$ cat src/rtl/tlt_pkg.sv
// ----------------------------------------------------------------------------
// Tensor layout transposer package
// Shared widths, register indexes, reset values and the shape bundle.
// ----------------------------------------------------------------------------
package tlt_pkg;

   // Width of one tensor dimension register.
   localparam int DIM_W   = 7;
   // Width of height*width and of channels*height*width.
   localparam int HW_W    = 2 * DIM_W;
   localparam int TOTAL_W = 3 * DIM_W;
   // Width of one element word.
   localparam int WORD_W  = 32;

   // Configuration register indexes.
   localparam int CSR_IDX_W = 2;
   localparam logic [CSR_IDX_W-1:0] REG_DIRECTION = 2'd0;
   localparam logic [CSR_IDX_W-1:0] REG_CHANNELS  = 2'd1;
   localparam logic [CSR_IDX_W-1:0] REG_HEIGHT    = 2'd2;
   localparam logic [CSR_IDX_W-1:0] REG_WIDTH     = 2'd3;

   // Register reset values.
   localparam logic             RST_DIRECTION = 1'b0;
   localparam logic [DIM_W-1:0] RST_CHANNELS  = 7'd3;
   localparam logic [DIM_W-1:0] RST_HEIGHT    = 7'd8;
   localparam logic [DIM_W-1:0] RST_WIDTH     = 7'd8;

   // Direction codes.
   localparam logic DIR_CHW_TO_HWC = 1'b0;
   localparam logic DIR_HWC_TO_CHW = 1'b1;

   // Request function codes.
   localparam logic FUNC_LOAD  = 1'b0;
   localparam logic FUNC_FETCH = 1'b1;

   // Shape seen by the read address sequencer.
   typedef struct packed {
      logic             direction;
      logic [DIM_W-1:0] channels;
      logic [DIM_W-1:0] height;
      logic [DIM_W-1:0] width;
      logic [HW_W-1:0]  plane;     // height * width
   } shape_type;

endpackage

$ cat src/rtl/tlt_seq.sv
// ----------------------------------------------------------------------------
// Tensor layout transposer read sequencer
// Walks the target order and keeps the source address by increments.
// ----------------------------------------------------------------------------
module tlt_seq #(
   parameter int ADDR_W = 12
) (
   input  logic               clock,
   input  logic               reset,
   input  logic               restart,
   input  logic               step,
   input  tlt_pkg::shape_type shape,
   output logic [ADDR_W-1:0]  rd_addr,
   output logic               last
);

   localparam int SUM_W = (ADDR_W > tlt_pkg::HW_W) ? ADDR_W + 1 : tlt_pkg::HW_W + 1;

   logic [tlt_pkg::DIM_W-1:0] row_ff, row_in;
   logic [tlt_pkg::DIM_W-1:0] col_ff, col_in;
   logic [tlt_pkg::DIM_W-1:0] chan_ff, chan_in;
   logic [ADDR_W-1:0]         pix_ff, pix_in;   // row * width + col
   logic [ADDR_W-1:0]         addr_ff, addr_in;

   logic                      row_wrap, col_wrap, chan_wrap;
   logic [SUM_W-1:0]          addr_plane;
   logic [SUM_W-1:0]          addr_chan;
   logic [ADDR_W-1:0]         pix_next;
   logic [tlt_pkg::DIM_W-1:0] chan_next;

   assign row_wrap  = (row_ff  == shape.height   - 1'b1);
   assign col_wrap  = (col_ff  == shape.width    - 1'b1);
   assign chan_wrap = (chan_ff == shape.channels - 1'b1);
   assign last      = row_wrap && col_wrap && chan_wrap;

   assign addr_plane = SUM_W'(addr_ff) + SUM_W'(shape.plane);
   assign addr_chan  = SUM_W'(addr_ff) + SUM_W'(shape.channels);
   assign pix_next   = last ? '0 : pix_ff + 1'b1;
   assign chan_next  = chan_wrap ? '0 : chan_ff + 1'b1;

   always_comb begin
      row_in  = row_ff;
      col_in  = col_ff;
      chan_in = chan_ff;
      pix_in  = pix_ff;
      addr_in = addr_ff;
      if (restart) begin
         row_in  = '0;
         col_in  = '0;
         chan_in = '0;
         pix_in  = '0;
         addr_in = '0;
      end else if (step) begin
         if (shape.direction == tlt_pkg::DIR_CHW_TO_HWC) begin
            // Channel runs fastest; one plane apart in the source.
            if (!chan_wrap) begin
               chan_in = chan_ff + 1'b1;
               addr_in = addr_plane[ADDR_W-1:0];
            end else begin
               chan_in = '0;
               pix_in  = pix_next;
               addr_in = pix_next;
               if (col_wrap) begin
                  col_in = '0;
                  row_in = row_wrap ? '0 : row_ff + 1'b1;
               end else begin
                  col_in = col_ff + 1'b1;
               end
            end
         end else begin
            // Column runs fastest; one pixel (channels words) apart.
            if (!col_wrap) begin
               col_in  = col_ff + 1'b1;
               addr_in = addr_chan[ADDR_W-1:0];
            end else if (!row_wrap) begin
               col_in  = '0;
               row_in  = row_ff + 1'b1;
               addr_in = addr_chan[ADDR_W-1:0];
            end else begin
               col_in  = '0;
               row_in  = '0;
               chan_in = chan_next;
               addr_in = ADDR_W'(chan_next);
            end
         end
      end
   end

   always_ff @(posedge clock) begin
      if (reset) begin
         row_ff  <= '0;
         col_ff  <= '0;
         chan_ff <= '0;
         pix_ff  <= '0;
         addr_ff <= '0;
      end else begin
         row_ff  <= row_in;
         col_ff  <= col_in;
         chan_ff <= chan_in;
         pix_ff  <= pix_in;
         addr_ff <= addr_in;
      end
   end

   assign rd_addr = addr_ff;

endmodule

$ cat config.mk
export PLATFORM = sky130hd
export DESIGN_NAME = tlt_seq
export DESIGN_NICKNAME = d
export VERILOG_FILES = /design/src/rtl/tlt_pkg.sv /design/src/rtl/tlt_seq.sv
export SDC_FILE = /design/constraint.sdc
export NUM_CORES = 1
export LEC_CHECK = 0
export ABC_AREA = 0
export BUFFER_PORTS_ARGS = -buffer_cell sky130_fd_sc_hd__buf_2
export CORE_MARGIN = 2
export CORE_UTILIZATION = 60
export CTS_CLUSTER_DIAMETER = 30
export CTS_CLUSTER_SIZE = 24
export DETAILED_ROUTE_END_ITERATION = 6
export MAX_ROUTING_LAYER = met4
export PLACE_DENSITY_LB_ADDON = 0.1
export SYNTH_ARGS = -nofsm -noshare
export SYNTH_HDL_FRONTEND = slang
export SYNTH_SLANG_ARGS = --single-unit
$ cat constraint.sdc
create_clock -name clock -period 7.3 [get_ports clock]
set_clock_uncertainty 0.1 [all_clocks]
set_input_delay 0.73 -clock clock [delete_from_list [all_inputs] [get_ports clock]]
set_output_delay 0.73 -clock clock [all_outputs]
set_load 0.01 [all_outputs]
* Yosys cells after proc, flatten, opt, wreduce, memory -nomap -nowiden
Index checks and enable logic that the tools add are counted.
** Word-level totals
- Register bits :: 45
- Bits in latches :: 0
- Memory bits (writable) :: 0
- Memory bits (read-only) :: 0
- Logic and storage cells :: 43
- Memories kept :: 0
** Cells by class
- Add/sub/neg operators :: 9
- $mul :: 0
- Divide/modulo/power cells :: 0
- Order comparisons :: 0
- Equal/unequal tests :: 5
- Shift-type cells :: 0
- Muxes and demuxes :: 16
- Bitwise operators :: 1
- Reductions and logical operators :: 7
** Operators by type and width (count)
- 7-bit 2-to-1 mux :: 11
- 12-bit 2-to-1 mux :: 5
- 7-bit by 1-bit adder with 7-bit output (second input constant) :: 3
- 7-bit equality test :: 3
- 7-bit by 1-bit subtractor with 7-bit output (second input constant) :: 3
- 12-bit by 1-bit adder with 12-bit output (second input constant) :: 1
- 12-bit adder :: 1
- 12-bit by 7-bit adder with 12-bit output :: 1
- 3-bit AND reduction :: 2
- 2-bit by 1-bit != test with 1-bit output (second input constant) :: 2
- 1-bit logical AND :: 2
- 2-bit AND reduction :: 1
- 2-bit nonzero test :: 1
- 2-bit OR reduction :: 1
- 1-bit inverter :: 1

* Longest topological paths before layout
Gate-level depths: netlist (run 1).
- Word-level depth :: 7
- Gate-level depth with buffers :: 12

* Worst setup path before layout (run 1)
Ideal clock, no wire load.
- Path type :: input to output
- Start :: in shape[28] (netlist bit)
- End :: out last
- Arrival time :: 2.723 ns
- Setup slack :: 3.747 ns
- Stages :: 9
- Path buffers :: 1
- Cell sequence :: inv_1 -> ha_1 -> or3b_1 -> or4_4 -> a2111oi_4 -> and3_1 -> buf_4 -> nand2_1 -> inv_1
** Between the ends
- Longest elaborated chain between the ends :: 3
** RTL lines
- start, declared :: line tlt_seq.sv:12 : input tlt_pkg::shape_type shape,
- 7-bit by 1-bit subtractor with 7-bit output :: line tlt_seq.sv:33 : assign chan_wrap = (chan_ff == shape.channels - 1'b1);
- 7-bit equality test :: line tlt_seq.sv:33
- 1-bit logical AND :: line tlt_seq.sv:34 : assign last = row_wrap && col_wrap && chan_wrap;
- end, declared :: line tlt_seq.sv:14 : output logic last
No other way between the ends.

* Final worst setup path (run 1)
- Start :: in shape[28] (netlist bit)
- End :: reg addr_ff[11] (netlist: rd_addr[11])
** Between the ends
- Longest elaborated chain between the ends :: 6
- Elaborated cells on any way between the ends :: 9
- Those cells by class :: add/sub: 2; eq/ne: 1; mux: 5; reduce/logical: 1
** RTL lines
- 7-bit by 1-bit subtractor with 7-bit output :: line tlt_seq.sv:33
- 7-bit equality test :: line tlt_seq.sv:33
- 1-bit logical AND :: line tlt_seq.sv:34
- 12-bit 2-to-1 mux :: line tlt_seq.sv:38 : assign pix_next = last ? '0 : pix_ff + 1'b1;
- 12-bit 2-to-1 mux :: line tlt_seq.sv:56 : if (!chan_wrap) begin
- 12-bit 2-to-1 mux (*) :: line tlt_seq.sv:54 : if (shape.direction == tlt_pkg::DIR_CHW_TO_HWC) begin
- end signal, assigned :: line tlt_seq.sv:101 : addr_ff <= addr_in;
- end, declared :: line tlt_seq.sv:23 : logic [ADDR_W-1:0] addr_ff, addr_in;
Every way passes the cells marked *; elsewhere a longest branch is shown, timed or not.
A chain may end at the register's enable or synchronous reset.

==> results of run 1 <==
-- flip-flops by register name, indices dropped and copies added (netlist names) --
signal / cells
pix_ff: 12
rd_addr: 12
chan_ff: 7
col_ff: 7
row_ff: 7
-- metal layers --
layer	vias to the layer above	GRT usage	routed length [µm]
met5	-	-	0
met2	101	0.4758	4444
met4	0	0.09985	284
li1	1803	-	-
met1	1672	0.3420	4030
met3	28	0.04175	427
-- logic make-up (layout without fill, tap and decap cells) --
kind of cell / count (synthesis) / after routing / share of synthesized area
DFF: 45 / 45 / 0.2403
and+or+nand+nor: 178 / 178 / 0.2457
buffers and inverters: 34 / 72 / 0.03638
AOI/OAI and AO/OA: 119 / 119 / 0.1959
muxes: 8 / 8 / 0.02270
adders and majority gates: 27 / 27 / 0.09413
xor gates and xnor gates: 69 / 69 / 0.1649
-- cells in the mapped netlist (all sizes together) (3+ instances only) --
master | n | share of area
xnor2 | 40 | 0.093
nand2 | 30 | 0.030
o21ai | 37 | 0.049
a21oi | 38 | 0.051
a21o | 3 | 0.0060
nor3 | 18 | 0.025
dfxtp | 45 | 0.24
nor4b | 3 | 0.0070
a221oi | 3 | 0.0070
xor2 | 28 | 0.065
nand3b | 8 | 0.016
mux2i | 4 | 0.011
a32o | 3 | 0.0080
buf | 4 | 0.0063
a22oi | 10 | 0.020
nand3 | 17 | 0.023
nor2b | 5 | 0.0083
a31oi | 12 | 0.022
nand4 | 10 | 0.017
and3 | 15 | 0.025
or3 | 3 | 0.0050
inv | 14 | 0.014
nand2b | 6 | 0.010
mux2 | 4 | 0.012
ha | 25 | 0.083
nor2 | 49 | 0.049
and4 | 3 | 0.0070
clkbuf | 16 | 0.016
-- power by group --
group          internal (mW)  total [mW]  switching, mW
combinational         0.0530       0.121         0.0678
clock                  0.112       0.198         0.0867
sequential             0.249       0.254        0.00529
total                  0.413       0.573          0.160
-- worst reg2reg max path, delay by kind of cell, from the launching register on --
family	cells	cell delay [ns]
AO/OA/AOI/OAI	3	0.80
XOR/XNOR	1	0.14
flip-flops	1	0.39
AND/OR/NAND/NOR	4	2.11
-- path summary, 6_finish.rpt --
check,cells past startpoint,endpoint,start
min reg2reg,2,pix_ff[1]$_SDFFE_PP0P_,pix_ff[1]$_SDFFE_PP0P_
min,2,pix_ff[1]$_SDFFE_PP0P_,pix_ff[1]$_SDFFE_PP0P_
max reg2reg,8,rd_addr[11]$_SDFFE_PP0P_,chan_ff[6]$_SDFFE_PP0P_
max,11,rd_addr[11]$_SDFFE_PP0P_,shape[28]
-- metrics by stage --
step           power (mW)  setup WS [ns]  instances  hold WS [ns]
2_1_floorplan      0.3422          3.747        480        0.3443
3_3_place_gp       0.3745          2.716        585        0.3546
3_5_place_dp       0.3781          2.680        585        0.3668
4_1_cts            0.5740          2.993        593        0.3785
5_1_grt            0.6012          2.627        593        0.3993
6_report           0.5732          2.957        593        0.3726
-- final cells by class --
cell class,instances,area [µm²]
Clock buffer,7,86.33
Inverter,14,52.55
Multi-Input combinational cell,401,2711
Sequential cell,45,900.9
Fill cell,511,1866
Timing Repair Buffer,50,250.2
Tap cell,75,93.84
Clock inverter,1,30.03
==> flow_summary.ini, run 1 <==
[outcome]
status = completed

[sta]
drv_slew = 0
setup_viol_count_final = 0
fin_crit_sh = 0.5950
hold_violations = 0
slew_headroom = 0.2941
rsz0062_at_grt = no
max_clock_freq_mhz = 230.2
fin_crit_ns = 4.343
setup-tns-final_ns = 0
worst_slew_pin_slew_ns = 1.055

[global_routing]
grt.total_usage = 0.2815
grt_first_pass_wirelength_um = 15860
grt_overflow = 0
number_of_antenna_violations_at_the_first_check_in_global_routing = 0
first_global_vias = 3507
grt_max_degree = 22

[job]
number_of_max_capacitance_violations_reported = 0

[die]
floorplan.rows = 28
die_h_um = 83.04
core_area_mm2 = 0.005991
initial_core_util = 0.6257
chipWidth_um = 83.04
floorplan.io_pins = 53
floorplan.die_area_mm2 = 0.006896

[clock_network]
cts-resized-gates = 0
htree_levels = 2
holdBufCountCts = 0
insertion_delay_ns = 0.30
clockRootBuffer = sky130_fd_sc_hd__clkbuf_8
cts_post_setup_buffers_inserted = 0
cts_inserted_buffers = 5
clock_sinks = 45
cts_buffer_depth = 2
tritoncts = yes
path_clk_slew_ns = 0.09

[synthesis]
syn_nets = 547
postSynthAreaPerCell_um2 = 7.810
syn_area_mm2 = 0.003749
synth.yosys.seq_area_share = 0.2403
asyncSetResetFlopFracSynth = 0
netlist-cell-type-count = 53
ys_dominant_reg_cell = sky130_fd_sc_hd__dfxtp_1
yosys_register_bits = 45
synth.yosys.warnings = 0
syn-instance-count = 480
synth-edff-count = 0

[pwr]
power.ir.vdd_worst_uv = 99.21
cellLeakagePower_nw = 1.755
power_density_of_the_placed_cells_mw_per_mm2 = 139.0

[drt]
postRouteWirelength_um = 9187
dr.pass1.iters = 5
routed_via_density = 6.078
drcViolationCount = 0
number_of_drc_markers_in_iteration_0 = 159
detailroute.via_count = 3604
detail_route.wl_per_cell_um = 15.49
postRouteAntennaNets = 0

[cells_and_area]
layout_commonest_cell = sky130_fd_sc_hd__buf_2
fin_util = 0.6886
proportion_of_layout_cells_with_a_drive_suffix_above_1 = 0.1293
flow.area_growth_from_synthesis_pct = 10.05
final_nets = 584
layout.cells.most_common_list = sky130_fd_sc_hd__buf_2, sky130_fd_sc_hd__nor2_1, sky130_fd_sc_hd__dfxtp_1
antenna-diode-count = 0
fin_area_mm2 = 0.004125

[worst_setup_path]
r2r_setup_slack_ns = 3.70
cp_data_arrival_time_ns = 4.48
worst-path-max-fanout = 16
critPathSlowestCell = sky130_fd_sc_hd__nor2_1
cp_num_buf_inv = 2
worstSetupEndpointType = register
timing.critical_path.max_delay_family = simple AND/OR/NAND/NOR gates
criticalPathCategory = primary input to register
path_cells = buf_2, inv_1, ha_1, or3b_1, or4_4, a2111oi_4, and3_1, nand3_1, nor2_1, a22oi_1, a31oi_1
start_kind = primary input
slowest_delay_ns = 0.75
critPathRequiredTime_ns = 7.43

[place]
detailed_place_hpwl_um = 7040
final_replace_weighted_congestion = 0.8675
place_area_mm2 = 0.004009
place.port_buffers = 50

[worst_hold_path]
holdCritPathClass = register to register
(Power assumes the default switching activity.)
==> inputs of run 2 (changes only) <==
Settings changed: CORE_UTILIZATION 60 to 58.
Clock period 7.3 ns to 4.5 ns, I/O delays scaled along.
==> run 2 against run 1 <==
  * Count of clock-buffer cells in the layout stayed put
  * Critical endpoint is now last
  * Critical path type is now primary input to output pin
  * Sequential share of layout area is essentially flat
  * Register-to-register slack got worse by 2.3 ns
  * Final area rose by 0.18%
  * Wire length is 0.49% lower
  * Highest routed layer unchanged
==> flow_summary.ini, run 2 (synthesis gave the netlist of run 1 again) <==
[die]
floorplan.io_pins = 53
initial_core_util = 0.5937
die_h_um = 84.40
core_area_mm2 = 0.006314
chipWidth_um = 84.40
floorplan.die_area_mm2 = 0.007123
floorplan.rows = 29

[cells_and_area]
final_nets = 589
fin_util = 0.6546
antenna-diode-count = 0
flow.area_growth_from_synthesis_pct = 10.25
layout_commonest_cell = sky130_fd_sc_hd__buf_2
fin_area_mm2 = 0.004133
proportion_of_layout_cells_with_a_drive_suffix_above_1 = 0.1358
layout.cells.most_common_list = sky130_fd_sc_hd__buf_2, sky130_fd_sc_hd__nor2_1, sky130_fd_sc_hd__dfxtp_1
final-instance-count-excl-fill = 600

[pwr]
power.ir.vdd_worst_uv = 117.4
clock_power_frac = 0.292
power_frac_comb = 0.229
switching_share = 0.3002
p_total_uw = 858.8
power_density_of_the_placed_cells_mw_per_mm2 = 207.8
cellLeakagePower_nw = 1.760
switchingPower_uw = 257.8
internal_power_uw = 601.0
seq_power_share = 0.480

[place]
dp_worst_setup_slack_ns = 0.7950
placedCellCount = 592
place.port_buffers = 50
final_replace_weighted_congestion = 0.9190
detailed_place_hpwl_um = 7051
place_area_mm2 = 0.004049

[drt]
drcViolationCount = 0
detail_route.wl_per_cell_um = 15.24
number_of_drc_markers_in_iteration_0 = 276
detailroute.via_count = 3603
routed_via_density = 6.005
dr.pass1.iters = 5
postRouteAntennaNets = 0
postRouteWirelength_um = 9142

[sta]
max_clock_freq_mhz = 288.4
drv_slew = 0
final.setup.worst_slack_ns = 1.033
fin_crit_ns = 3.467
setup_viol_count_final = 0
worst_slew_pin_slew_ns = 0.7670
worst_hold_slack_ns = 0.3764
hold_violations = 0
fin_crit_sh = 0.7705
rsz0062_at_grt = no
setup-tns-final_ns = 0
slew_headroom = 0.4868

[global_routing]
grt_first_pass_wirelength_um = 15310
first_global_vias = 3361
grt.total_usage = 0.2640
number_of_antenna_violations_at_the_first_check_in_global_routing = 0
grt_max_degree = 22
grt_overflow = 0

[worst_setup_path]
worst-path-max-fanout = 5
worstSetupEndpointType = output pin
critPathRequiredTime_ns = 3.95
cp_data_arrival_time_ns = 2.92
criticalPathCategory = primary input to output pin
start_kind = primary input

[clock_network]
path_clk_slew_ns = 0.08
htree_levels = 2
cts-resized-gates = 0
insertion_delay_ns = 0.30
tritoncts = yes
cts_post_setup_buffers_inserted = 0
holdBufCountCts = 0
cts_inserted_buffers = 5
cts_buffer_depth = 2
clockRootBuffer = sky130_fd_sc_hd__clkbuf_8
clock_sinks = 45

[job]
number_of_max_capacitance_violations_reported = 0

[worst_hold_path]
holdCritPathClass = register to register

[outcome]
status = completed
==> run 2: cell count changes in the layout (fill, tap and decap cells not counted), sizes merged <==
cell,previous run,this run
buf,50,55
clkinvlp,0,1
bufinv,1,0
==> run 2: worst max-delay path: stages <==
cell                        delay, ns
sky130_fd_sc_hd__buf_2           0.13
sky130_fd_sc_hd__inv_1           0.07
sky130_fd_sc_hd__ha_1            0.21
sky130_fd_sc_hd__or3b_1          0.39
sky130_fd_sc_hd__or4_4           0.50
sky130_fd_sc_hd__a2111oi_4       0.42
sky130_fd_sc_hd__and3_1          0.37
sky130_fd_sc_hd__nand2_1         0.17
sky130_fd_sc_hd__inv_1           0.09
sky130_fd_sc_hd__buf_2           0.12
==> run 2: routing by layer <==
layer | GRT usage | routed length [µm]
met4 | 0.05772 | 104
met2 | 0.4618 | 4575
met5 | - | 0
met3 | 0.03441 | 435
met1 | 0.3259 | 4026
==> run 2: worst paths after layout <==
kind,from,end,slack (ns),cells after the start
worst max-delay path,shape[28],last,1.03,10
worst min-delay path,pix_ff[1]$_SDFFE_PP0P_,pix_ff[1]$_SDFFE_PP0P_,0.38,2
worst max register to register,col_ff[6]$_SDFFE_PP0P_,chan_ff[2]$_SDFFE_PP0P_,1.42,8
worst min register to register,pix_ff[1]$_SDFFE_PP0P_,pix_ff[1]$_SDFFE_PP0P_,0.38,2
==> run 2: power by group through the flow <==
stage | sequential (mW) | clock (mW) | combinational, mW
after floorplan | 0.421 | 0 | 0.134
after global placement | 0.421 | 0 | 0.188
after detailed placement | 0.421 | 0 | 0.193
after CTS | 0.412 | 0.255 | 0.194
after global routing | 0.413 | 0.270 | 0.218
final | 0.412 | 0.251 | 0.196
==> run 2: cell type report <==
type	count	area, µm²
Tap cell	77	96.34
Clock inverter	1	7.507
Timing Repair Buffer	55	287.8
Sequential cell	45	900.9
Clock buffer	7	76.32
Multi-Input combinational cell	401	2711
Fill cell	598	2181
Inverter	14	52.55
==> inputs of run 3 (changes only) <==
Settings changed: CORE_UTILIZATION 58 to 53.
Clock period 4.5 ns to 2.85 ns, I/O delays scaled along.
==> run 3 against run 2 <==
  * Critical endpoint is now row_ff[5]$_SDFFE_PP0P_
  * Setup slack got worse by 1.0 ns
  * Count of clock-buffer cells in the layout unchanged
  * Combinational power increased by 77%
  * Largest power group unchanged
  * Critical path depth grew 2
  * Sequential cell count unchanged
  * Final area increased by 9.4%
  * Wire length increased by 5.5%
  * Global-route usage grew 0.25 points
==> flow_summary.ini, run 3 (synthesis gave the netlist of run 1 again) <==
[outcome]
status = completed

[clock_network]
clock_sinks = 45
path_clk_slew_ns = 0.08
insertion_delay_ns = 0.30
cts_buffer_depth = 2
cts_inserted_buffers = 5
clockRootBuffer = sky130_fd_sc_hd__clkbuf_8
tritoncts = yes
htree_levels = 2

[sta]
hold_violations = 0
setup_viol_count_final = 0
fin_crit_ns = 2.817
drv_slew = 0
fin_crit_sh = 0.9884
worst_slew_pin_slew_ns = 0.5135
max_clock_freq_mhz = 355.0
slew_headroom = 0.6573
rsz0062_at_grt = yes

[drt]
postRouteAntennaNets = 0
detailroute.via_count = 3726
number_of_drc_markers_in_iteration_0 = 180
detail_route.wl_per_cell_um = 14.78
dr.pass1.iters = 5
postRouteWirelength_um = 9649
drcViolationCount = 0
routed_via_density = 5.706

[worst_setup_path]
start_kind = primary input
r2r_setup_slack_ns = 0.20
critPathRequiredTime_ns = 2.99
cp_num_buf_inv = 3
critical_path.startpoint = shape[29]
worst_setup_path_endpoint = row_ff[5]$_SDFFE_PP0P_
worst-path-max-fanout = 2
r2r_end = row_ff[5]$_SDFFE_PP0P_
worst_r2r_path_depth = 9
critPathSlowestCell = sky130_fd_sc_hd__or4_4
rr_startpoint = chan_ff[6]$_SDFFE_PP0P_
worstSetupEndpointType = register
path_cells = buf_12, inv_12, ha_4, or3b_4, or4_4, a2111oi_4, buf_4, a31oi_4, and4b_1, nand4_1, or3_1, a21oi_1
timing.critical_path.max_delay_family = simple AND/OR/NAND/NOR gates
criticalPathCategory = primary input to register
number_of_gates_on_the_worst_path_with_buffers_counted = 12
cp_data_arrival_time_ns = 2.95
slowest_delay_ns = 0.53

[pwr]
seq_power_share = 0.454
clock_power_frac = 0.303
cellLeakagePower_nw = 1.961
internal_power_mw = 1.019
power.ir.vdd_worst_uv = 237.5
switchingPower_uw = 412.8
power_frac_comb = 0.242
switching_share = 0.2883
power_density_of_the_placed_cells_mw_per_mm2 = 316.7

[global_routing]
first_global_vias = 3479
grt.total_usage = 0.2665
grt_busiest_layer = met2
grt.met2_usage = 0.4580
number_of_antenna_violations_at_the_first_check_in_global_routing = 0
grt_max_degree = 22
grt_overflow = 0
groute.layer.met3.usage = 0.03299
use_met1 = 0.3347
grt_first_pass_wirelength_um = 15990

[cells_and_area]
fin_util = 0.6619
layout.cells.most_common_list = sky130_fd_sc_hd__nor2_1, sky130_fd_sc_hd__buf_2, sky130_fd_sc_hd__dfxtp_1
flow.area_growth_from_synthesis_pct = 20.63
final_nets = 623
final-instance-count-excl-fill = 653
proportion_of_layout_cells_with_a_drive_suffix_above_1 = 0.2083
area.sequential_um2 = 900.9
multi_input_area_mm2 = 0.002761
antenna-diode-count = 0
fillCellCount = 619

[worst_hold_path]
holdCritPathClass = primary input to register

[place]
detailed_place_hpwl_um = 7442
placedCellCount = 641
place.port_buffers = 50
final_replace_weighted_congestion = 0.8910

[die]
die_h_um = 88.10
floorplan.die_area_mm2 = 0.007762
chipWidth_um = 88.10
core_area_mm2 = 0.006832
floorplan.rows = 30
initial_core_util = 0.5487
floorplan.io_pins = 53

[job]
number_of_max_capacitance_violations_reported = 0
[run 3: worst min-delay path by stage]
stage | startpoint | endpoint | slack [ns] | cells after the start
after floorplan | pix_ff[1]$_SDFFE_PP0P_ | pix_ff[1]$_SDFFE_PP0P_ | 0.34 | 2
after CTS | shape[35] | rd_addr[6]$_SDFFE_PP0P_ | 0.25 | 3
after global placement | pix_ff[1]$_SDFFE_PP0P_ | pix_ff[1]$_SDFFE_PP0P_ | 0.36 | 2
final | shape[35] | rd_addr[6]$_SDFFE_PP0P_ | 0.26 | 3
after global routing | shape[35] | rd_addr[6]$_SDFFE_PP0P_ | 0.28 | 3
after detailed placement | pix_ff[1]$_SDFFE_PP0P_ | pix_ff[1]$_SDFFE_PP0P_ | 0.37 | 2
[run 3: repair_timing]
action / CTS / global route
setup endpoints to repair: 1 / 30
cloned: 0 / 0
hold buffers: 0 / 0
gates resized for setup: 4 / 12
buffers inserted: 2 / 3
pin swaps: 4 / 9
[run 3: worst min-delay path, delay by kind of cell]
family                 cells  cell delay [ns]
AOI/OAI and AO/OA          1             0.06
buffers and inverters      1             0.19
and+or+nand+nor            1             0.09
[run 3: through the flow]
step | cell area, µm² | setup TNS, ns | worst slack (ns) | hold WS (ns) | total power [mW]
after global placement | 4334 | -5.159 | -0.2138 | 0.3585 | 0.9886
after detailed placement | 4334 | -6.442 | -0.2655 | 0.3738 | 0.9950
final | 4522 | 0 | 0.03319 | 0.2612 | 1.432
after CTS | 4453 | 0 | 0.005796 | 0.2482 | 1.434
after floorplan | 3795 | -0.1042 | -0.1042 | 0.3443 | 0.8812
after global routing | 4522 | -0.08929 | -0.06794 | 0.2760 | 1.510
[run 3: layout make-up]
type	count	area share
Clock buffer	7	0.02131
Clock inverter	1	0.001107
Inverter	14	0.01550
Multi-Input combinational cell	401	0.6107
Sequential cell	45	0.1992
Tap cell	96	0.02656
Timing Repair Buffer	89	0.1256
[run 3: power by group through the flow]
stage               logic (mW)  registers [mW]  clock network, mW
floorplan                0.216           0.665                  0
global placement         0.324           0.665                  0
detailed placement       0.330           0.665                  0
CTS                      0.336           0.650              0.448
global route             0.384           0.653              0.472
finish                   0.347           0.651              0.434
[run 3: routing by layer]
metal | share of wire | up-vias | routed length, µm
li1 | - | 1879 | -
met1 | 0.45 | 1728 | 4326
met2 | 0.49 | 105 | 4736
met3 | 0.048 | 14 | 461
met4 | 0.013 | 0 | 125
met5 | 0 | - | 0
